File: src/hkrt_pkg.sv
package hkrt_pkg;

	localparam int SLOT_COUNT_DEF = 6;
	localparam int SHOWN_SLOTS = 6;

	localparam logic [1:0] OP_PRESS = 2'd0;
	localparam logic [1:0] OP_RELEASE = 2'd1;
	localparam logic [1:0] OP_RELEASE_ALL = 2'd2;
	localparam logic [1:0] OP_TYPE = 2'd3;

	localparam logic [1:0] STAT_OK = 2'd0;
	localparam logic [1:0] STAT_UNMAPPED = 2'd1;
	localparam logic [1:0] STAT_FULL = 2'd2;

	localparam logic [7:0] RAW_BASE = 8'd136;
	localparam logic [7:0] SHIFT_FLAG = 8'h80;
	localparam logic [7:0] LEFT_SHIFT_BIT = 8'h02;

	typedef struct packed {
		logic wr;
		logic clr;
	} slot_ctl_t;

	// ascii to usage, bit 7 marks left shift
	localparam logic [7:0] USAGE_ROM [128] = '{
		8'h00, 8'h00, 8'h00, 8'h00, 8'h00, 8'h00, 8'h00, 8'h00,
		8'h2a, 8'h2b, 8'h28, 8'h00, 8'h00, 8'h00, 8'h00, 8'h00,
		8'h00, 8'h00, 8'h00, 8'h00, 8'h00, 8'h00, 8'h00, 8'h00,
		8'h00, 8'h00, 8'h00, 8'h00, 8'h00, 8'h00, 8'h00, 8'h00,
		8'h2c, 8'h9e, 8'hb4, 8'ha0, 8'ha1, 8'ha2, 8'ha4, 8'h34,
		8'ha6, 8'ha7, 8'ha5, 8'hae, 8'h36, 8'h2d, 8'h37, 8'h38,
		8'h27, 8'h1e, 8'h1f, 8'h20, 8'h21, 8'h22, 8'h23, 8'h24,
		8'h25, 8'h26, 8'hb3, 8'h33, 8'hb6, 8'h2e, 8'hb7, 8'hb8,
		8'h9f, 8'h84, 8'h85, 8'h86, 8'h87, 8'h88, 8'h89, 8'h8a,
		8'h8b, 8'h8c, 8'h8d, 8'h8e, 8'h8f, 8'h90, 8'h91, 8'h92,
		8'h93, 8'h94, 8'h95, 8'h96, 8'h97, 8'h98, 8'h99, 8'h9a,
		8'h9b, 8'h9c, 8'h9d, 8'h2f, 8'h31, 8'h30, 8'ha3, 8'had,
		8'h35, 8'h04, 8'h05, 8'h06, 8'h07, 8'h08, 8'h09, 8'h0a,
		8'h0b, 8'h0c, 8'h0d, 8'h0e, 8'h0f, 8'h10, 8'h11, 8'h12,
		8'h13, 8'h14, 8'h15, 8'h16, 8'h17, 8'h18, 8'h19, 8'h1a,
		8'h1b, 8'h1c, 8'h1d, 8'haf, 8'hb1, 8'hb0, 8'hb5, 8'h00
	};

endpackage

File: src/hkrt_slot_file.sv
module hkrt_slot_file #(
	parameter int SLOT_COUNT = hkrt_pkg::SLOT_COUNT_DEF
) (
	input  logic clk,
	input  logic arst_n,
	input  hkrt_pkg::slot_ctl_t ctl,
	input  logic [((SLOT_COUNT > 1) ? $clog2(SLOT_COUNT) : 1)-1:0] wr_idx,
	input  logic [7:0] wr_data,
	input  logic [((SLOT_COUNT > 1) ? $clog2(SLOT_COUNT) : 1)-1:0] rd_idx,
	output logic [7:0] rd_data,
	output logic [hkrt_pkg::SHOWN_SLOTS-1:0][7:0] shown
);

	logic [7:0] slot_q [SLOT_COUNT];

	always_ff @(posedge clk or negedge arst_n) begin
		if (!arst_n) begin
			for (int i = 0; i < SLOT_COUNT; i++) begin
				slot_q[i] <= 8'd0;
			end
		end else if (ctl.clr) begin
			for (int i = 0; i < SLOT_COUNT; i++) begin
				slot_q[i] <= 8'd0;
			end
		end else if (ctl.wr) begin
			slot_q[wr_idx] <= wr_data;
		end
	end

	assign rd_data = slot_q[rd_idx];

	for (genvar j = 0; j < hkrt_pkg::SHOWN_SLOTS; j++) begin : g_shown
		if (j < SLOT_COUNT) begin : g_real
			assign shown[j] = slot_q[j];
		end else begin : g_none
			assign shown[j] = 8'd0;
		end
	end

endmodule

File: src/hid_key_report_tracker_core.sv
// press or release: decode, scan every slot, then the result is registered
// type: a press result with last low, then a release result from a second decode and scan
// release all: clear, then the result; unmapped character: decode, then the result
// one item at a time: in_stall stays high until its last result is loaded; output stalls hold that load
// reset clears modifiers, all key slots and the result valid flag at once
module hid_key_report_tracker_core #(
	parameter int SLOT_COUNT = hkrt_pkg::SLOT_COUNT_DEF
) (
	input  logic clk,
	input  logic arst_n,
	input  logic in_valid,
	output logic in_stall,
	input  logic [1:0] operation,
	input  logic [7:0] key_code,
	output logic out_valid,
	input  logic out_stall,
	output logic [7:0] modifier_byte,
	output logic [7:0] slot_a,
	output logic [7:0] slot_b,
	output logic [7:0] slot_c,
	output logic [7:0] slot_d,
	output logic [7:0] slot_e,
	output logic [7:0] slot_f,
	output logic [1:0] status,
	output logic last
);

	localparam int IW = (SLOT_COUNT > 1) ? $clog2(SLOT_COUNT) : 1;

	localparam logic [2:0] S_IDLE = 3'd0;
	localparam logic [2:0] S_CLEAR = 3'd1;
	localparam logic [2:0] S_DECODE = 3'd2;
	localparam logic [2:0] S_SCAN = 3'd3;
	localparam logic [2:0] S_EMIT = 3'd4;

	logic [2:0] state_q;
	logic [1:0] op_q;
	logic [7:0] code_q;
	logic phase_q;
	logic [7:0] usage_q;
	logic [7:0] mod_q;
	logic [IW-1:0] idx_q;
	logic present_q;
	logic free_found_q;
	logic [IW-1:0] free_idx_q;
	logic [1:0] stat_q;

	logic out_valid_q;
	logic [7:0] out_mod_q;
	logic [hkrt_pkg::SHOWN_SLOTS-1:0][7:0] out_slot_q;
	logic [1:0] out_stat_q;
	logic out_last_q;

	logic is_press;
	logic [7:0] rom;
	logic [7:0] mod_bit;
	logic [7:0] dec_mod;
	logic [7:0] dec_usage;
	logic dec_unmapped;

	logic [7:0] rd_data;
	logic [hkrt_pkg::SHOWN_SLOTS-1:0][7:0] shown;
	logic eq;
	logic zero;
	logic present_n;
	logic free_found_n;
	logic [IW-1:0] free_idx_n;
	logic last_idx;
	hkrt_pkg::slot_ctl_t ctl;
	logic [IW-1:0] wr_idx;
	logic [7:0] wr_data;
	logic load;
	logic type_first;

	assign is_press = (op_q == hkrt_pkg::OP_PRESS) || ((op_q == hkrt_pkg::OP_TYPE) && !phase_q);
	assign type_first = (op_q == hkrt_pkg::OP_TYPE) && !phase_q;
	assign rom = hkrt_pkg::USAGE_ROM[code_q[6:0]];
	assign mod_bit = 8'd1 << code_q[2:0];

	always_comb begin
		dec_mod = mod_q;
		dec_usage = 8'd0;
		dec_unmapped = 1'b0;
		if (code_q >= hkrt_pkg::RAW_BASE) begin
			dec_usage = code_q - hkrt_pkg::RAW_BASE;
		end else if (code_q[7]) begin
			dec_mod = is_press ? (mod_q | mod_bit) : (mod_q & ~mod_bit);
		end else if (rom == 8'd0) begin
			dec_unmapped = 1'b1;
		end else begin
			if ((rom & hkrt_pkg::SHIFT_FLAG) != 8'd0) begin
				dec_mod = is_press ? (mod_q | hkrt_pkg::LEFT_SHIFT_BIT)
					: (mod_q & ~hkrt_pkg::LEFT_SHIFT_BIT);
			end
			dec_usage = rom & ~hkrt_pkg::SHIFT_FLAG;
		end
	end

	// shared compare unit on the slot under the scan index
	assign eq = (rd_data == usage_q);
	assign zero = (rd_data == 8'd0);
	assign present_n = present_q | eq;
	assign free_found_n = free_found_q | zero;
	assign free_idx_n = free_found_q ? free_idx_q : idx_q;
	assign last_idx = (idx_q == IW'(SLOT_COUNT - 1));

	always_comb begin
		ctl.wr = 1'b0;
		ctl.clr = (state_q == S_CLEAR);
		wr_idx = idx_q;
		wr_data = 8'd0;
		if (state_q == S_SCAN) begin
			if (is_press) begin
				ctl.wr = last_idx && !present_n && free_found_n;
				wr_idx = free_idx_n;
				wr_data = usage_q;
			end else begin
				ctl.wr = (usage_q != 8'd0) && eq;
			end
		end
	end

	hkrt_slot_file #(
		.SLOT_COUNT(SLOT_COUNT)
	) u_slots (
		.clk(clk),
		.arst_n(arst_n),
		.ctl(ctl),
		.wr_idx(wr_idx),
		.wr_data(wr_data),
		.rd_idx(idx_q),
		.rd_data(rd_data),
		.shown(shown)
	);

	assign load = (state_q == S_EMIT) && (!out_valid_q || !out_stall);
	assign in_stall = (state_q != S_IDLE);

	always_ff @(posedge clk or negedge arst_n) begin
		if (!arst_n) begin
			state_q <= S_IDLE;
			mod_q <= 8'd0;
			phase_q <= 1'b0;
		end else begin
			case (state_q)
				S_IDLE: begin
					if (in_valid) begin
						phase_q <= 1'b0;
						state_q <= (operation == hkrt_pkg::OP_RELEASE_ALL) ? S_CLEAR : S_DECODE;
					end
				end
				S_CLEAR: begin
					mod_q <= 8'd0;
					state_q <= S_EMIT;
				end
				S_DECODE: begin
					mod_q <= dec_mod;
					state_q <= dec_unmapped ? S_EMIT : S_SCAN;
				end
				S_SCAN: begin
					if (last_idx) begin
						state_q <= S_EMIT;
					end
				end
				S_EMIT: begin
					if (load) begin
						if (type_first) begin
							phase_q <= 1'b1;
							state_q <= S_DECODE;
						end else begin
							state_q <= S_IDLE;
						end
					end
				end
				default: begin
					state_q <= S_IDLE;
				end
			endcase
		end
	end

	always_ff @(posedge clk) begin
		case (state_q)
			S_IDLE: begin
				op_q <= operation;
				code_q <= key_code;
			end
			S_CLEAR: begin
				stat_q <= hkrt_pkg::STAT_OK;
			end
			S_DECODE: begin
				usage_q <= dec_usage;
				idx_q <= '0;
				present_q <= 1'b0;
				free_found_q <= 1'b0;
				free_idx_q <= '0;
				stat_q <= dec_unmapped ? hkrt_pkg::STAT_UNMAPPED : hkrt_pkg::STAT_OK;
			end
			S_SCAN: begin
				present_q <= present_n;
				free_found_q <= free_found_n;
				free_idx_q <= free_idx_n;
				if (!last_idx) begin
					idx_q <= idx_q + IW'(1);
				end
				if (last_idx && is_press && !present_n && !free_found_n) begin
					stat_q <= hkrt_pkg::STAT_FULL;
				end
			end
			default: begin
			end
		endcase
	end

	always_ff @(posedge clk or negedge arst_n) begin
		if (!arst_n) begin
			out_valid_q <= 1'b0;
		end else if (load) begin
			out_valid_q <= 1'b1;
		end else if (!out_stall) begin
			out_valid_q <= 1'b0;
		end
	end

	always_ff @(posedge clk) begin
		if (load) begin
			out_stat_q <= stat_q;
			out_last_q <= !type_first;
			if (stat_q == hkrt_pkg::STAT_OK) begin
				out_mod_q <= mod_q;
				out_slot_q <= shown;
			end else begin
				out_mod_q <= 8'd0;
				out_slot_q <= '0;
			end
		end
	end

	assign out_valid = out_valid_q;
	assign modifier_byte = out_mod_q;
	assign slot_a = out_slot_q[0];
	assign slot_b = out_slot_q[1];
	assign slot_c = out_slot_q[2];
	assign slot_d = out_slot_q[3];
	assign slot_e = out_slot_q[4];
	assign slot_f = out_slot_q[5];
	assign status = out_stat_q;
	assign last = out_last_q;

	a_accept_busy: assert property (@(posedge clk) disable iff (!arst_n)
		in_valid && !in_stall |=> state_q != S_IDLE)
		else $error("accepted item left the sequencer idle");

	a_scan_range: assert property (@(posedge clk) disable iff (!arst_n)
		state_q == S_SCAN |-> idx_q <= IW'(SLOT_COUNT - 1))
		else $error("scan index beyond last slot");

	a_no_report_zero: assert property (@(posedge clk) disable iff (!arst_n)
		out_valid && status != hkrt_pkg::STAT_OK |-> modifier_byte == 8'd0 && slot_a == 8'd0)
		else $error("report fields set on a result without report");

	a_full_only_press: assert property (@(posedge clk) disable iff (!arst_n)
		load && stat_q == hkrt_pkg::STAT_FULL |-> is_press)
		else $error("no free slot status outside a press");

endmodule

File: config.mk
export PLATFORM = sky130hd
export DESIGN_NAME = hid_key_report_tracker_core
export DESIGN_NICKNAME = d
export VERILOG_FILES = /design/src/hkrt_pkg.sv /design/src/hkrt_slot_file.sv /design/src/hid_key_report_tracker_core.sv
export SDC_FILE = /design/constraint.sdc
export NUM_CORES = 1
export LEC_CHECK = 0
export ABC_AREA = 1
export BUFFER_PORTS_ARGS = -buffer_cell sky130_fd_sc_hd__buf_2
export CORE_ASPECT_RATIO = 1.75
export CORE_UTILIZATION = 40
export CTS_CLUSTER_DIAMETER = 150
export DETAILED_ROUTE_END_ITERATION = 16
export PLACE_DENSITY = 0.55
export SYNTH_ARGS = -nofsm -noshare
export SYNTH_HDL_FRONTEND = slang
export SYNTH_HIERARCHICAL = 1
export SYNTH_SLANG_ARGS = --single-unit
File: constraint.sdc
create_clock -name clk -period 9.6 [get_ports clk]
set_clock_uncertainty 0.05 [all_clocks]
set_input_delay 0 -clock clk [delete_from_list [all_inputs] [get_ports clk]]
set_output_delay 0 -clock clk [all_outputs]
set_load 0.005 [all_outputs]
==> flow_summary.json <==
{
  "finalHoldViolCount": 0,
  "cts-resized-gates": 0,
  "area_delta_synth_final_pct": 16.43,
  "grt_pass1_wl_mm": 32.79,
  "yosysTopAreaCellShare": 0.3354,
  "p_clk_frac": 0.277,
  "antenna_found_initial": 0,
  "p_int_uw": 1560,
  "route.detailed.drc": 0,
  "final-setup-viol-count": 0,
  "synth_cells": 945,
  "core_region_area_sq_um": 19110,
  "num_rows": 67,
  "worstPathRequired_ns": 9.84,
  "yosysTopAreaCell": "edfxtp_1",
  "drive_above_1_share": 0.1501,
  "fin_crit_ns": 3.635,
  "critical-path-slowest-cell": "edfxtp_1",
  "clkLatencyLatePin_ns": 0.42,
  "seqPwrFrac": 0.371,
  "die_y_um": 186.6,
  "ys_seq_elements": 148,
  "start_util": 0.4075,
  "boundaryPins": 75,
  "vdd_drop_max_v": 0.0001540,
  "synth_edf_count": 87,
  "max_slew_margin": 0.3312,
  "grt.total_usage": 0.2194,
  "crit_path_cell_trace": "inv_2, nand2_1, nand3_1, nand2_1, nand2_1, nand2_1, inv_1, nand2_1, nand4_1, nor2_1, nand2_1, nand2_1, inv_1, nand2_1, nor2_1, o21a_1, nand3_1, clkinv_1, nand2_1, o21ai_1",
  "cts_setup_buffers": 0,
  "synthFlopType": "edfxtp_1",
  "p_per_area_nw_per_um2": 283.5,
  "drt-initial-drc-count": 223,
  "grt_max_degree": 62,
  "viasPerCell": 4.922,
  "fin_nets": 1051,
  "io_buffers": 74,
  "yosys_warnings": 6,
  "postCtsHoldBufs": 12,
  "grt-ovfl-total": 0,
  "cp_max_fo": 30,
  "avgSynthCellArea_sq_um": 8.242,
  "netlist_area_sq_um": 7789,
  "finalPower_uw": 2571,
  "dieArea_sq_um": 20060,
  "utilization": 0.4745,
  "maxCapViolCount": 0,
  "setup_tns_ns": 0,
  "synth_cell_types": 43,
  "cp_top_family": "simple AND/OR/NAND/NOR gates",
  "p_switching_uw": 1011,
  "startpoint_type": "register",
  "yosysSeqAreaShare": 0.5314,
  "outcome": "finished, final reports clean",
  "cts_max_level": 4,
  "leakagePower_uw": 0.004185,
  "wl_per_cell_um": 16.02,
  "cts_root_buf": "clkbuf_16",
  "yosys-top-cells-count": "nand2_1, inv_1, nor2_1, edfxtp_1, nand3_1",
  "die_w_um": 107.5,
  "drtAntennaViolNets": 0,
  "max_stage_delay_ns": 0.99,
  "ys_async_sr_fraction": 0.4122,
  "p_sw_frac": 0.3932,
  "first_pass_iters": 5,
  "gp_congestion": 0.9468,
  "clock.fmax_mhz": 275.1,
  "end_kind": "register",
  "grt_pass1_vias": 6286,
  "vias": 6300,
  "hpwlAfterDp_mm": 15.30,
  "crit_type": "reg -> reg",
  "cp_num_buf_inv": 4,
  "clockBufferDepth": 2,
  "cts.clk_slew.worst_paths_ns": 0.06,
  "diodes": 0,
  "numCtsBuffers": 17,
  "yosys-top-cells-area": "edfxtp_1, dfrtp_1, nand2_1",
  "combinationalPowerShare": 0.353,
  "largest_register_ffs": 48,
  "rsz0062_at_grt": "no",
  "cts_tree": "yes",
  "worstPathArrival_ns": 3.88,
  "worstMarginPinSlew_ns": 1.003,
  "cts.sinks": 148,
  "finalMaxSlewViolations": 0,
  "synth_most_common_cell": "nand2_1",
  "hold_path_class": "in -> reg",
  "period_share": 0.3787,
  "drt_wl_total_mm": 20.51,
  "syn_nets": 970,
  "crit_path_frequent_cell": "nand2_1"
}
==> layer usage <==
| layer | wire length, um | part of all wire | global-route usage | up-vias |
|---|---|---|---|---|
| met5 | 0 | 0 | 0 | - |
| met4 | 1287 | 0.063 | 0.1502 | 0 |
| met3 | 591 | 0.029 | 0.03772 | 66 |
| met2 | 11550 | 0.56 | 0.4103 | 159 |
| met1 | 7082 | 0.35 | 0.2112 | 2916 |
| li1 | - | - | - | 3159 |
==> per-stage QoR <==
stage / setup slack (ns) / cell area, sq um / cells / hold slack (ns)
final: 5.965 / 9069 / 1280 / 0.02146
after global routing: 5.584 / 9069 / 1280 / 0.01513
after CTS: 5.960 / 9069 / 1280 / 0.008106
after detailed placement: 5.973 / 8313 / 1236 / 0.1283
after global placement: 6.068 / 8313 / 1236 / 0.1276
after floorplan: 5.866 / 7789 / 945 / -0.3456
==> kinds of logic (layout without fill, tap and decap cells) <==
kind of cell    after synthesis  count (layout)  share of synthesized area
compound gates               74              74                    0.05896
fa+ha+maj                    11              11                    0.01767
xor+xnor                      1               1                   0.001125
buf+inv                     205             299                     0.1102
mux                           2               2                   0.002570
flops                       148             148                     0.5314
simple gates                504             504                     0.2781
==> worst min-delay path, delay by kind of cell <==
family	cells	cell delay [ns]
buffers and inverters	1	0.08
AOI/OAI and AO/OA	2	0.38
==> cells in the final DEF, fill, tap and decap left out, types with 11 or more instances in the layout <==
master / instances
nand2_1: 251
inv_1: 155
nor2_1: 117
edfxtp_1: 87
nand3_1: 84
buf_2: 74
dfrtp_1: 61
o21ai_0: 24
clkbuf_16: 17
inv_2: 15
a21oi_1: 13
nand4_1: 12
dlygate4sd3_1: 12
ha_1: 11
==> worst paths after layout <==
kind | start | to | slack, ns | depth (start not counted)
min in group asynchronous | arst_n | u_slots/shown[33] | 0.24 | 3
worst min register to register | stat_q[0] | status[0] | 0.40 | 0
worst min-delay path | in_valid | phase_q | 0.02 | 3
max in group asynchronous | arst_n | u_slots/shown[6] | 8.73 | 3
worst max-delay path | idx_q[0] | u_slots/shown[9] | 5.96 | 20
worst max register to register | idx_q[0] | u_slots/shown[9] | 5.96 | 20
==> power groups by stage <==
stage | Combinational (uW) | Sequential [uW] | Clock (uW)
2_1_floorplan | 703 | 906 | 0
3_3_place_gp | 909 | 964 | 0
3_5_place_dp | 907 | 965 | 0
4_1_cts | 915 | 953 | 727
5_1_grt | 1030 | 970 | 746
6_report | 907 | 953 | 711
==> final cells by class <==
class	count	area, sq um
fillers	1955	10040
flip-flops and latches	148	4139
multi-input cells	592	2799
inverters	178	680.7
repair buffers	89	513.0
clock buffers	23	488.0
well taps	241	301.5
clock inverters	9	147.6
(Power assumes the default switching activity.)
